<file path="src/rtl/core/rre_pkg.sv">
// Shared constants, phase codes and controller/datapath interface types for the ramp envelope.
package rre_pkg;

	localparam int TimeW   = 32;
	localparam int LevelW  = 8;
	localparam int PhaseW  = 2;
	localparam int CfgIdxW = 2;
	localparam int DivSteps = LevelW;
	localparam int DivCntW  = $clog2(DivSteps);

	localparam logic [LevelW-1:0] FullLevel = 8'd255;

	// envelope phase codes as seen on the result channel
	localparam logic [PhaseW-1:0] PH_IDLE = 2'd0;
	localparam logic [PhaseW-1:0] PH_RISE = 2'd1;
	localparam logic [PhaseW-1:0] PH_HOLD = 2'd2;
	localparam logic [PhaseW-1:0] PH_FALL = 2'd3;

	// configuration register indexes
	localparam logic [CfgIdxW-1:0] CFG_RISE = 2'd0;
	localparam logic [CfgIdxW-1:0] CFG_HOLD = 2'd1;
	localparam logic [CfgIdxW-1:0] CFG_FALL = 2'd2;

	// commands from the controller to the datapath
	typedef struct packed {
		logic load_in;
		logic eval;
		logic trig_a;
		logic trig_b;
		logic trig_c;
		logic prep;
		logic mult;
		logic div_step;
		logic load_out;
	} rre_cmd_t;

	// status from the datapath to the controller
	typedef struct packed {
		logic trig;
		logic ramp;
	} rre_stat_t;

endpackage

</file>
<file path="src/rtl/core/retriggerable_ramp_envelope.sv">
// Top level of the retriggerable attack-hold-release ramp envelope.
// Each item (opcode, now_time) yields one result (level, phase, active) for
// the ramp state after the item. Items are taken one at a time. After an
// item is accepted its timestamp is evaluated; a trigger first updates the
// ramp timestamps and then evaluates the timestamp again. A sample outside
// any ramp segment goes straight to the result; a sample on the rising or
// falling segment first passes the prepare, multiply and divide steps. The
// result is loaded once the output is free, and the next item can be taken
// in the cycle after the result is loaded. The rising and falling levels come
// from a shared restoring divider that produces one quotient bit per cycle.
// The result sits in an output register, so a finished result may wait on
// out_stall while the next item is already being accepted.
// Configuration writes take effect at once and are meant for idle periods.
module retriggerable_ramp_envelope import rre_pkg::*; (
	input  logic               clk,
	input  logic               arst_n,
	input  logic               cfg_we,
	input  logic [CfgIdxW-1:0] cfg_index,
	input  logic [TimeW-1:0]   cfg_data,
	input  logic               in_valid,
	output logic               in_stall,
	input  logic               opcode,
	input  logic [TimeW-1:0]   now_time,
	output logic               out_valid,
	input  logic               out_stall,
	output logic [LevelW-1:0]  level,
	output logic [PhaseW-1:0]  phase,
	output logic               active
);

	rre_cmd_t  cmd;
	rre_stat_t stat;

	// sequence each item
	rre_ctrl u_ctrl (
		.clk       (clk),
		.arst_n    (arst_n),
		.in_valid  (in_valid),
		.in_stall  (in_stall),
		.out_valid (out_valid),
		.out_stall (out_stall),
		.stat      (stat),
		.cmd       (cmd)
	);

	// compute timestamps and level
	rre_dp u_dp (
		.clk       (clk),
		.arst_n    (arst_n),
		.cfg_we    (cfg_we),
		.cfg_index (cfg_index),
		.cfg_data  (cfg_data),
		.opcode    (opcode),
		.now_time  (now_time),
		.cmd       (cmd),
		.stat      (stat),
		.level     (level),
		.phase     (phase),
		.active    (active)
	);

endmodule

</file>
<file path="src/rtl/core/rre_dp.sv">
// Datapath: config registers, ramp timestamps, phase evaluation, divider and result register.
module rre_dp import rre_pkg::*; (
	input  logic                clk,
	input  logic                arst_n,
	input  logic                cfg_we,
	input  logic [CfgIdxW-1:0]  cfg_index,
	input  logic [TimeW-1:0]    cfg_data,
	input  logic                opcode,
	input  logic [TimeW-1:0]    now_time,
	input  rre_cmd_t            cmd,
	output rre_stat_t           stat,
	output logic [LevelW-1:0]   level,
	output logic [PhaseW-1:0]   phase,
	output logic                active
);

	logic [TimeW-1:0] rise_time_q, hold_time_q, fall_time_q;
	logic [TimeW-1:0] ramp_start_q, rise_end_q, hold_end_q, fall_end_q;
	logic             started_q;
	logic             trig_q;
	logic [TimeW-1:0] now_q;
	logic [PhaseW-1:0] phase_q;
	logic             act_q;
	logic [TimeW-1:0] elapsed_q, span_q;
	logic [TimeW-1:0] rem_q;
	logic [LevelW-1:0] quo_q;
	logic [LevelW-1:0] level_q;
	logic [PhaseW-1:0] phase_out_q;
	logic             active_out_q;

	logic              act_c;
	logic [PhaseW-1:0] phase_c;
	logic [TimeW-1:0]  from_c, to_c, hold_base_c;
	logic [TimeW+LevelW-1:0] num_c;
	logic [TimeW:0]    trial_c;
	logic              fit_c;
	logic [TimeW:0]    diff_c;
	logic [LevelW-1:0] level_c;

	// write configuration registers
	always_ff @(posedge clk or negedge arst_n) begin
		if (!arst_n) begin
			rise_time_q <= '0;
			hold_time_q <= '0;
			fall_time_q <= '0;
		end else if (cfg_we) begin
			unique case (cfg_index)
				CFG_RISE: rise_time_q <= cfg_data;
				CFG_HOLD: hold_time_q <= cfg_data;
				CFG_FALL: fall_time_q <= cfg_data;
				default: ;
			endcase
		end
	end

	// classify the latched timestamp against the current ramp
	always_comb begin
		act_c = started_q && (now_q >= ramp_start_q) && (now_q <= fall_end_q);
		if (!act_c)
			phase_c = PH_IDLE;
		else if (now_q < rise_end_q)
			phase_c = PH_RISE;
		else if (now_q < hold_end_q)
			phase_c = PH_HOLD;
		else if (now_q < fall_end_q)
			phase_c = PH_FALL;
		else
			phase_c = PH_IDLE;
	end

	// pick the ramp segment and form the scaled numerator
	always_comb begin
		from_c      = (phase_q == PH_RISE) ? ramp_start_q : hold_end_q;
		to_c        = (phase_q == PH_RISE) ? rise_end_q : fall_end_q;
		hold_base_c = (phase_q == PH_HOLD) ? now_q : rise_end_q;
		num_c       = {elapsed_q, {LevelW{1'b0}}} - {{LevelW{1'b0}}, elapsed_q};
		trial_c     = {rem_q, quo_q[LevelW-1]};
		diff_c      = trial_c - {1'b0, span_q};
		fit_c       = (trial_c >= {1'b0, span_q});
	end

	// map phase and quotient to the output level
	always_comb begin
		case (phase_q)
			PH_RISE: level_c = quo_q;
			PH_HOLD: level_c = FullLevel;
			PH_FALL: level_c = FullLevel - quo_q;
			default: level_c = '0;
		endcase
	end

	// started flag and pending trigger are control state
	always_ff @(posedge clk or negedge arst_n) begin
		if (!arst_n) begin
			started_q <= 1'b0;
			trig_q    <= 1'b0;
		end else begin
			if (cmd.load_in)
				trig_q <= opcode;
			else if (cmd.trig_c)
				trig_q <= 1'b0;
			if (cmd.trig_a && (phase_q == PH_IDLE))
				started_q <= 1'b1;
		end
	end

	// advance timestamps, phase, divider and result registers
	always_ff @(posedge clk) begin
		if (cmd.load_in)
			now_q <= now_time;
		if (cmd.eval) begin
			phase_q <= phase_c;
			act_q   <= act_c;
		end
		// restart or rewind the ramp start
		if (cmd.trig_a) begin
			if (phase_q == PH_IDLE) begin
				ramp_start_q <= now_q;
				rise_end_q   <= now_q + rise_time_q;
			end else if (phase_q == PH_FALL) begin
				ramp_start_q <= now_q - rise_time_q;
				rise_end_q   <= now_q;
			end
		end
		if (cmd.trig_b)
			hold_end_q <= hold_base_c + hold_time_q;
		if (cmd.trig_c)
			fall_end_q <= hold_end_q + fall_time_q;
		if (cmd.prep) begin
			elapsed_q <= now_q - from_c;
			span_q    <= to_c - from_c;
		end
		if (cmd.mult) begin
			rem_q <= num_c[TimeW+LevelW-1:LevelW];
			quo_q <= num_c[LevelW-1:0];
		end
		// one restoring step per cycle
		if (cmd.div_step) begin
			rem_q <= fit_c ? diff_c[TimeW-1:0] : trial_c[TimeW-1:0];
			quo_q <= {quo_q[LevelW-2:0], fit_c};
		end
		if (cmd.load_out) begin
			level_q      <= level_c;
			phase_out_q  <= phase_q;
			active_out_q <= act_q;
		end
	end

	assign stat.trig = trig_q;
	assign stat.ramp = (phase_q == PH_RISE) || (phase_q == PH_FALL);
	assign level     = level_q;
	assign phase     = phase_out_q;
	assign active    = active_out_q;

endmodule

</file>
<file path="src/rtl/core/rre_ctrl.sv">
// Controller: sequences trigger update, evaluation, division and result handoff.
module rre_ctrl import rre_pkg::*; (
	input  logic      clk,
	input  logic      arst_n,
	input  logic      in_valid,
	output logic      in_stall,
	output logic      out_valid,
	input  logic      out_stall,
	input  rre_stat_t stat,
	output rre_cmd_t  cmd
);

	typedef enum logic [3:0] {
		ST_IDLE,
		ST_EVAL,
		ST_ROUTE,
		ST_TRIG_A,
		ST_TRIG_B,
		ST_TRIG_C,
		ST_PREP,
		ST_MULT,
		ST_DIV,
		ST_DONE
	} state_t;

	state_t             state_q;
	logic [DivCntW-1:0] cnt_q;
	logic               out_valid_q;
	logic               out_free;

	assign out_free = !out_valid_q || !out_stall;

	// decode commands from the state
	always_comb begin
		cmd          = '0;
		cmd.load_in  = (state_q == ST_IDLE) && in_valid;
		cmd.eval     = (state_q == ST_EVAL);
		cmd.trig_a   = (state_q == ST_TRIG_A);
		cmd.trig_b   = (state_q == ST_TRIG_B);
		cmd.trig_c   = (state_q == ST_TRIG_C);
		cmd.prep     = (state_q == ST_PREP);
		cmd.mult     = (state_q == ST_MULT);
		cmd.div_step = (state_q == ST_DIV);
		cmd.load_out = (state_q == ST_DONE) && out_free;
	end

	// hold state, step count and result valid
	always_ff @(posedge clk or negedge arst_n) begin
		if (!arst_n) begin
			state_q     <= ST_IDLE;
			cnt_q       <= '0;
			out_valid_q <= 1'b0;
		end else begin
			if (cmd.load_out)
				out_valid_q <= 1'b1;
			else if (!out_stall)
				out_valid_q <= 1'b0;
			unique case (state_q)
				ST_IDLE:   if (in_valid) state_q <= ST_EVAL;
				ST_EVAL:   state_q <= ST_ROUTE;
				ST_ROUTE: begin
					if (stat.trig)
						state_q <= ST_TRIG_A;
					else if (stat.ramp)
						state_q <= ST_PREP;
					else
						state_q <= ST_DONE;
				end
				ST_TRIG_A: state_q <= ST_TRIG_B;
				ST_TRIG_B: state_q <= ST_TRIG_C;
				ST_TRIG_C: state_q <= ST_EVAL;
				ST_PREP:   state_q <= ST_MULT;
				ST_MULT: begin
					cnt_q   <= DivCntW'(DivSteps - 1);
					state_q <= ST_DIV;
				end
				ST_DIV: begin
					cnt_q <= cnt_q - 1'b1;
					if (cnt_q == '0)
						state_q <= ST_DONE;
				end
				ST_DONE:   if (out_free) state_q <= ST_IDLE;
				default:   state_q <= ST_IDLE;
			endcase
		end
	end

	assign in_stall  = (state_q != ST_IDLE);
	assign out_valid = out_valid_q;

endmodule

</file>
<file path="config.mk">
export PLATFORM = sky130hd
export DESIGN_NAME = retriggerable_ramp_envelope
export DESIGN_NICKNAME = d
export VERILOG_FILES = /design/src/rtl/core/rre_pkg.sv /design/src/rtl/core/retriggerable_ramp_envelope.sv /design/src/rtl/core/rre_dp.sv /design/src/rtl/core/rre_ctrl.sv
export SDC_FILE = /design/constraint.sdc
export NUM_CORES = 1
export LEC_CHECK = 0
export ABC_AREA = 1
export BUFFER_PORTS_ARGS = -buffer_cell sky130_fd_sc_hd__buf_2
export CAP_MARGIN = 15
export CELL_PAD_IN_SITES_DETAIL_PLACEMENT = 1
export CELL_PAD_IN_SITES_GLOBAL_PLACEMENT = 2
export CORE_ASPECT_RATIO = 1.75
export CORE_UTILIZATION = 40
export DETAILED_ROUTE_END_ITERATION = 16
export PLACE_DENSITY = 0.95
export REMOVE_ABC_BUFFERS = 1
export SETUP_SLACK_MARGIN = 0.2
export SYNTH_ARGS = -nofsm -noshare
export SYNTH_HDL_FRONTEND = slang
export SYNTH_HIERARCHICAL = 1
export SYNTH_SLANG_ARGS = --single-unit
</file>
<file path="constraint.sdc">
create_clock -name clk -period 6.1 [get_ports clk]
set_input_delay 0.915 -clock clk [delete_from_list [all_inputs] [get_ports clk]]
set_output_delay 0.915 -clock clk [all_outputs]
set_load 0.03 [all_outputs]
</file>
# == Word level (Yosys, flattened, before mapping) ==
# Index checks and enable logic that the tools add are counted.
# op_classes
add_sub_neg,10
multipliers,0
div_mod_pow,0
magnitude_cmp,6
eq_ne,18
shift,0
n_mux,27
bitwise_logic,1
reduce_logical,23
# ops
op,n
32-bit two-way mux,10
32-bit subtractor,4
32-bit adder,3
32-bit less-than comparator,3
4-bit one-hot mux with 10 select lines,1
40-bit by 32-bit subtractor with 40-bit output,1
33-bit by 32-bit >= comparator with 1-bit output,1
32-bit >= comparator,1
32-bit less-or-equal comparator,1
8-bit one-hot mux with 3 select lines,1
4-bit two-way mux,5
"4-bit by 3-bit == test with 1-bit output, second input constant",4
8-bit two-way mux,2
"4-bit by 2-bit == test with 1-bit output, second input constant",2
"4-bit == test, second input constant",2
2-bit AND reduction,4
"8-bit subtractor, first input constant",1
"2-bit == test, second input constant",3
"2-bit by 1-bit inequality test with 1-bit output, second input constant",3
3-bit one-hot mux with 2 select lines,1
2-bit nonzero test,3
1-bit logical AND,5
1-bit two-way mux,5
"2-bit by 1-bit == test with 1-bit output, second input constant",2
other kinds (13),17
# totals
reg_bits,384
latchBits,0
ram_bits,0
rom_bits,0
input_bits,72
output_inout_bits,13
wordCells,108
memories,0

# == Longest topological paths before layout ==
# depth
ltp_word,5
ltp_mapped,19

# == Modules after synthesis ==
# The synthesis kept the hierarchy.
# by_module_without_submodules
module,n_inst,cells_each,area_per_inst_um2
rre_dp,1,4775,33792.4
rre_ctrl,1,77,511.7

# == Worst setup path before layout ==
# Ideal clock, no wire load.
# synth_timing
path_type,register to register
startpoint,reg u_ctrl.state_q[3]
endpoint,"reg u_dp.ramp_start_q[0], enable pin"
setup_ps,487
arrival_time_ps,3498
t_required_ps,5613
slack_ps,2116
stages_incl_launch_ff,6
n_path_buf,0
period_less_slack_ps,3984
cell_sequence,dfrtp_1 > nor2_2 > inv_1 > nor2_1 > inv_1 > nor2_1
# synth_lines
element,line,source
from (decl),rre_ctrl.sv:26,state_t state_q;
from (signal assigned),rre_ctrl.sv:50,state_q <= ST_IDLE;
from (signal assigned),rre_ctrl.sv:59,ST_IDLE: if (in_valid) state_q <= ST_EVAL;
from (signal assigned),rre_ctrl.sv:60,ST_EVAL: state_q <= ST_ROUTE;
to (signal assigned),rre_dp.sv:118,ramp_start_q <= now_q;
to (signal assigned),rre_dp.sv:121,ramp_start_q <= now_q - rise_time_q;
to (decl),rre_dp.sv:18,"logic [TimeW-1:0] ramp_start_q, rise_end_q, hold_end_q, fall_end_q;"

# == Worst setup path in the final report ==
# layout_timing
startpoint,reg u_dp.phase_q[0]
endpoint,reg u_dp.hold_end_q[24] (data pin)
# layout_between
elab_chain_len,3
# layout_lines
element,line,source
from (decl),rre_dp.sv:22,logic [PhaseW-1:0] phase_q;
from (signal assigned),rre_dp.sv:112,phase_q <= phase_c;
2-bit == test,rre_dp.sv:75,hold_base_c = (phase_q == PH_HOLD) ? now_q : rise_end_q;
32-bit two-way mux,rre_dp.sv:75,
32-bit adder,rre_dp.sv:126,hold_end_q <= hold_base_c + hold_time_q;
to (signal assigned),rre_dp.sv:126,
to (decl),rre_dp.sv:18,
# Every way passes these cells.
# A chain may end at the register's enable or synchronous reset.

==> impl_results.md <==
* CTS tree: yes
* Antenna violations before repair at 15
* Compound-cell area share of the yosys netlist at 0.148
* Fraction of synthesized area in multiplexers at 0
* Gr ovfl total at 0
* Post-synthesis register bit count at about 380
* CP startpoint kind: flip-flop
* Setup-failing EPs final at 0
* Placer Congestion at 1.06
* Synth cell types at 48
* Routed vias at between 30,000 and 40,000
* H-tree depth at 2
* Filler cells at 11,000
* Placed cells at 5,952
* RSZ-0062 raised after global routing: no
* Minimum clock period at 4.68 ns
* Die area at between 0.08 and 0.09 mm2
* Max clock buf depth at 3
* Hold slack at 0.330 ns
* Min-delay worst type: input pin to async pin
* Ys flop type: edfxtp_1
* Largest net degree at the start of global routing at 74
* Peak supply drop at 0.275 mV
* Reg clk slew, reported paths at 0.07 ns
* All-Layer GR Usage at 0.422
* Drt wl/cell at 30.3 um
* Crit-path max FO at 32
* Post-synthesis sequential area ratio at 0.321
* Failing checks: max-capacitance violations, max-slew violations
* Post-CTS Setup Bufs at 0
* Final Routed Wirelength at about 180 mm
* Setup_tns at 0 ns
* Fin. Hold Viols at 0
* Synth Area in Simple Gates at 0.273
* Highest Clock Rate at between 200 and 250 MHz
* Yosys warns at 6
* DR pass1 iterations at 8
* Clock Skew at between 0.04 and 0.05 ns
* DRC viols at 0
* Detail Placement HPWL at around 150 mm
* P_leak at 0.0178 uW
* Antenna viol nets, final at 0
* Non-filler instance count after layout at around 6,000
* WS Path Type: flip-flop to flip-flop
* Synthesis-to-layout area growth at 9.34%
* PD cells at 451 mW/mm2
* Num CTS Buffers at 45
* Number of flops mapped to enable cells by yosys at 278
* CP Data Arrival Time at 5.08 ns
* CTS root buf: clkbuf_16
* Synth Instances at 4,852
* MaxCap Viol Count at 1
* Final worst-path cycle share at 0.767
* Core Util, Final at 0.443
* I/O pin count at 85
* Adder-cell share of the synthesized area at 0.141
* Worst-skew pair later-pin latency at around 0.65 ns
* Mapped Area at 0.0343 mm2
* Final WS setup at 1.42 ns
* FFs w/ async S/R, synth at 0.276
* Clk sinks at 384
* Critical Path RT at 6.50 ns
* Row count at 141
* Worst rel slew slack at -0.0144
* CP endpoint kind: flip-flop
* # nets final at 5,387
* Chip Width at 223 um
* Slew Limit Fails at 2
* Die Ht at about 390 um
* DP Worst Slack at 1.55 ns
* Core box area at 0.0847 mm2
* Synth Area in XOR/XNOR at 0.0357
* Largest family of logic cells by synthesized area: simple AND/OR/NAND/NOR gates
* Least-Margin Pin Slew at 1.51 ns
* Share of cells above drive strength 1 at 0.0489
* Status: finished, violations left
* Syn avg cell area at 7.07 um2
* PostCTS Resize Cnt at 0
* Vias in the first global route at between 30,000 and 40,000
* Vias per inst at between 5 and 6
* First-pass GRT wire length at 258 mm
* Initial Utilization at 0.405
* Number of DRC markers in iteration 0 at between 1,500 and 2,000
* CTS Hold Buffers Added at 0
* IO Port Bufs at 84
==> sequential cells by signal, indices dropped and copies added, names as in the netlist <==
signal	cells
u_ctrl/cnt_q	3
u_ctrl/out_valid	1
u_dp/hold_time_q	32
u_dp/hold_end_q	32
u_dp/act_q	1
u_dp/elapsed_q	32
u_dp/started_q	1
u_dp/phase_q	2
u_dp/span_q	32
u_dp/fall_time_q	32
u_dp/trig_q	1
u_dp/phase	2
u_dp/now_q	32
u_dp/rise_time_q	32
u_ctrl/state_q	4
u_dp/active	1
u_dp/ramp_start_q	32
u_dp/fall_end_q	32
u_dp/level	8
u_dp/rise_end_q	32
u_dp/rem_q	32
u_dp/quo_q	8
==> metal layers <==
metal | vias to the layer above | GRT usage | share of wire
met5 | - | 0 | 0.00074
met4 | 20 | 0.497 | 0.14
met3 | 794 | 0.0971 | 0.051
met2 | 1148 | 0.775 | 0.51
met1 | 17200 | 0.339 | 0.29
li1 | 16400 | - | -
==> worst max-delay path: stages, from the launching register on <==
cell	delay [ns]
edfxtp_1	0.47
inv_1	0.14
ha_2	0.45
buf_4	0.37
nand2_1	0.08
o21ai_0	0.09
ha_1	0.45
inv_1	0.12
fa_1	0.43
nor3_1	0.22
nor2_1	0.13
o21ai_0	0.64
nand3_1	0.16
nand3_1	0.33
xor2_1	0.34
==> cell families after synthesis <==
| group | after synthesis |
|---|---|
| AO/OA/AOI/OAI | 959 |
| XOR/XNOR | 140 |
| adder cells (fa/ha/maj) | 382 |
| buffers and inverters | 739 |
| flip-flops | 384 |
| AND/OR/NAND/NOR | 2248 |
==> through the flow <==
stage / total power, uW / cell area, um2
6_report: 16900 / 37500
5_1_grt: 17700 / 37500
4_1_cts: 16600 / 37400
3_5_place_dp: 13700 / 36000
3_3_place_gp: 13500 / 36000
2_1_floorplan: 9900 / 33900
==> worst paths after layout <==
path	startpoint	end	slack, ns	cells past startpoint
min	arst_n	u_ctrl/out_valid$_DFFE_PN0P_	0.33	1
max in group asynchronous	arst_n	u_dp/fall_time_q[2]$_DFFE_PN0P_	4.62	2
min in group clk	u_dp/act_q$_DFFE_PP_	u_dp/active$_DFFE_PP_	0.45	0
max reg2reg	u_dp/phase_q[0]$_SDFFCE_PN0P_	u_dp/hold_end_q[24]$_DFFE_PP_	1.42	14
min reg2reg	u_dp/act_q$_DFFE_PP_	u_dp/active$_DFFE_PP_	0.45	0
max	u_dp/phase_q[0]$_SDFFCE_PN0P_	u_dp/hold_end_q[24]$_DFFE_PP_	1.42	14
==> Yosys cell counts, types with 2 or more instances <==
cell         n  share of area
o21ai_0    450          0.066
nand3b_1    30         0.0066
or2_2       12         0.0022
fa_1         7         0.0041
edfxtp_1   278           0.24
nand2_2      5        0.00091
nand4_1     63          0.011
nand3_1    291          0.042
nor2_1     427          0.047
nor2_2       9         0.0016
clkbuf_1    61         0.0067
o31ai_1      4        0.00088
nand2_1   1313           0.14
nor4_1      17         0.0031
dfrtp_1    106          0.077
buf_6        3        0.00098
buf_4        2        0.00044
buf_1        3        0.00033
o21bai_1    20         0.0044
a211oi_1     5         0.0011
xor2_1      98          0.025
nor2_4       3        0.00098
o21ai_1     20         0.0029
o211ai_1     9         0.0020
inv_1      653          0.071
a21boi_0     5         0.0011
ha_1       375           0.14
nor3b_1      2        0.00044
buf_2       14         0.0020
nor3_1      69          0.010
a21o_1      23         0.0050
o21a_1      20         0.0044
inv_2        3        0.00033
a21oi_2      3        0.00077
a31oi_1     17         0.0031
a21oi_1    377          0.055
xnor2_1     42          0.011
o211a_1      3        0.00088
==> layout by cell type (no fill, tap or decap), types with 42 or more instances in the layout <==
master,instances
inv_1,651
nand2_1,1313
xnor2_1,42
buf_2,83
a21oi_1,376
edfxtp_1,278
nand3_1,288
dfrtp_1,106
xor2_1,98
nor3_1,68
clkbuf_16,47
nor2_1,423
nand4_1,63
o21ai_0,447
ha_1,372
==> final cells by class <==
class / count / area, um2 / share of cell area
inverter: 656 / 2460 / 0.0657
multi-input combinational: 3729 / 20500 / 0.548
antenna: 4 / 10.0 / 0.000267
tap: 1072 / 1340 / 0.0358
sequential: 384 / 11000 / 0.293
timing repair buffer: 117 / 701 / 0.0187
clock inverter: 29 / 245 / 0.00654
clock buffer: 53 / 1200 / 0.0320
==> power by group <==
| part | switching [uW] | internal [uW] |
|---|---|---|
| Clock | 1280 | 1500 |
| Combinational | 7160 | 2780 |
| Sequential | 509 | 3690 |
(Power assumes the default switching activity.)
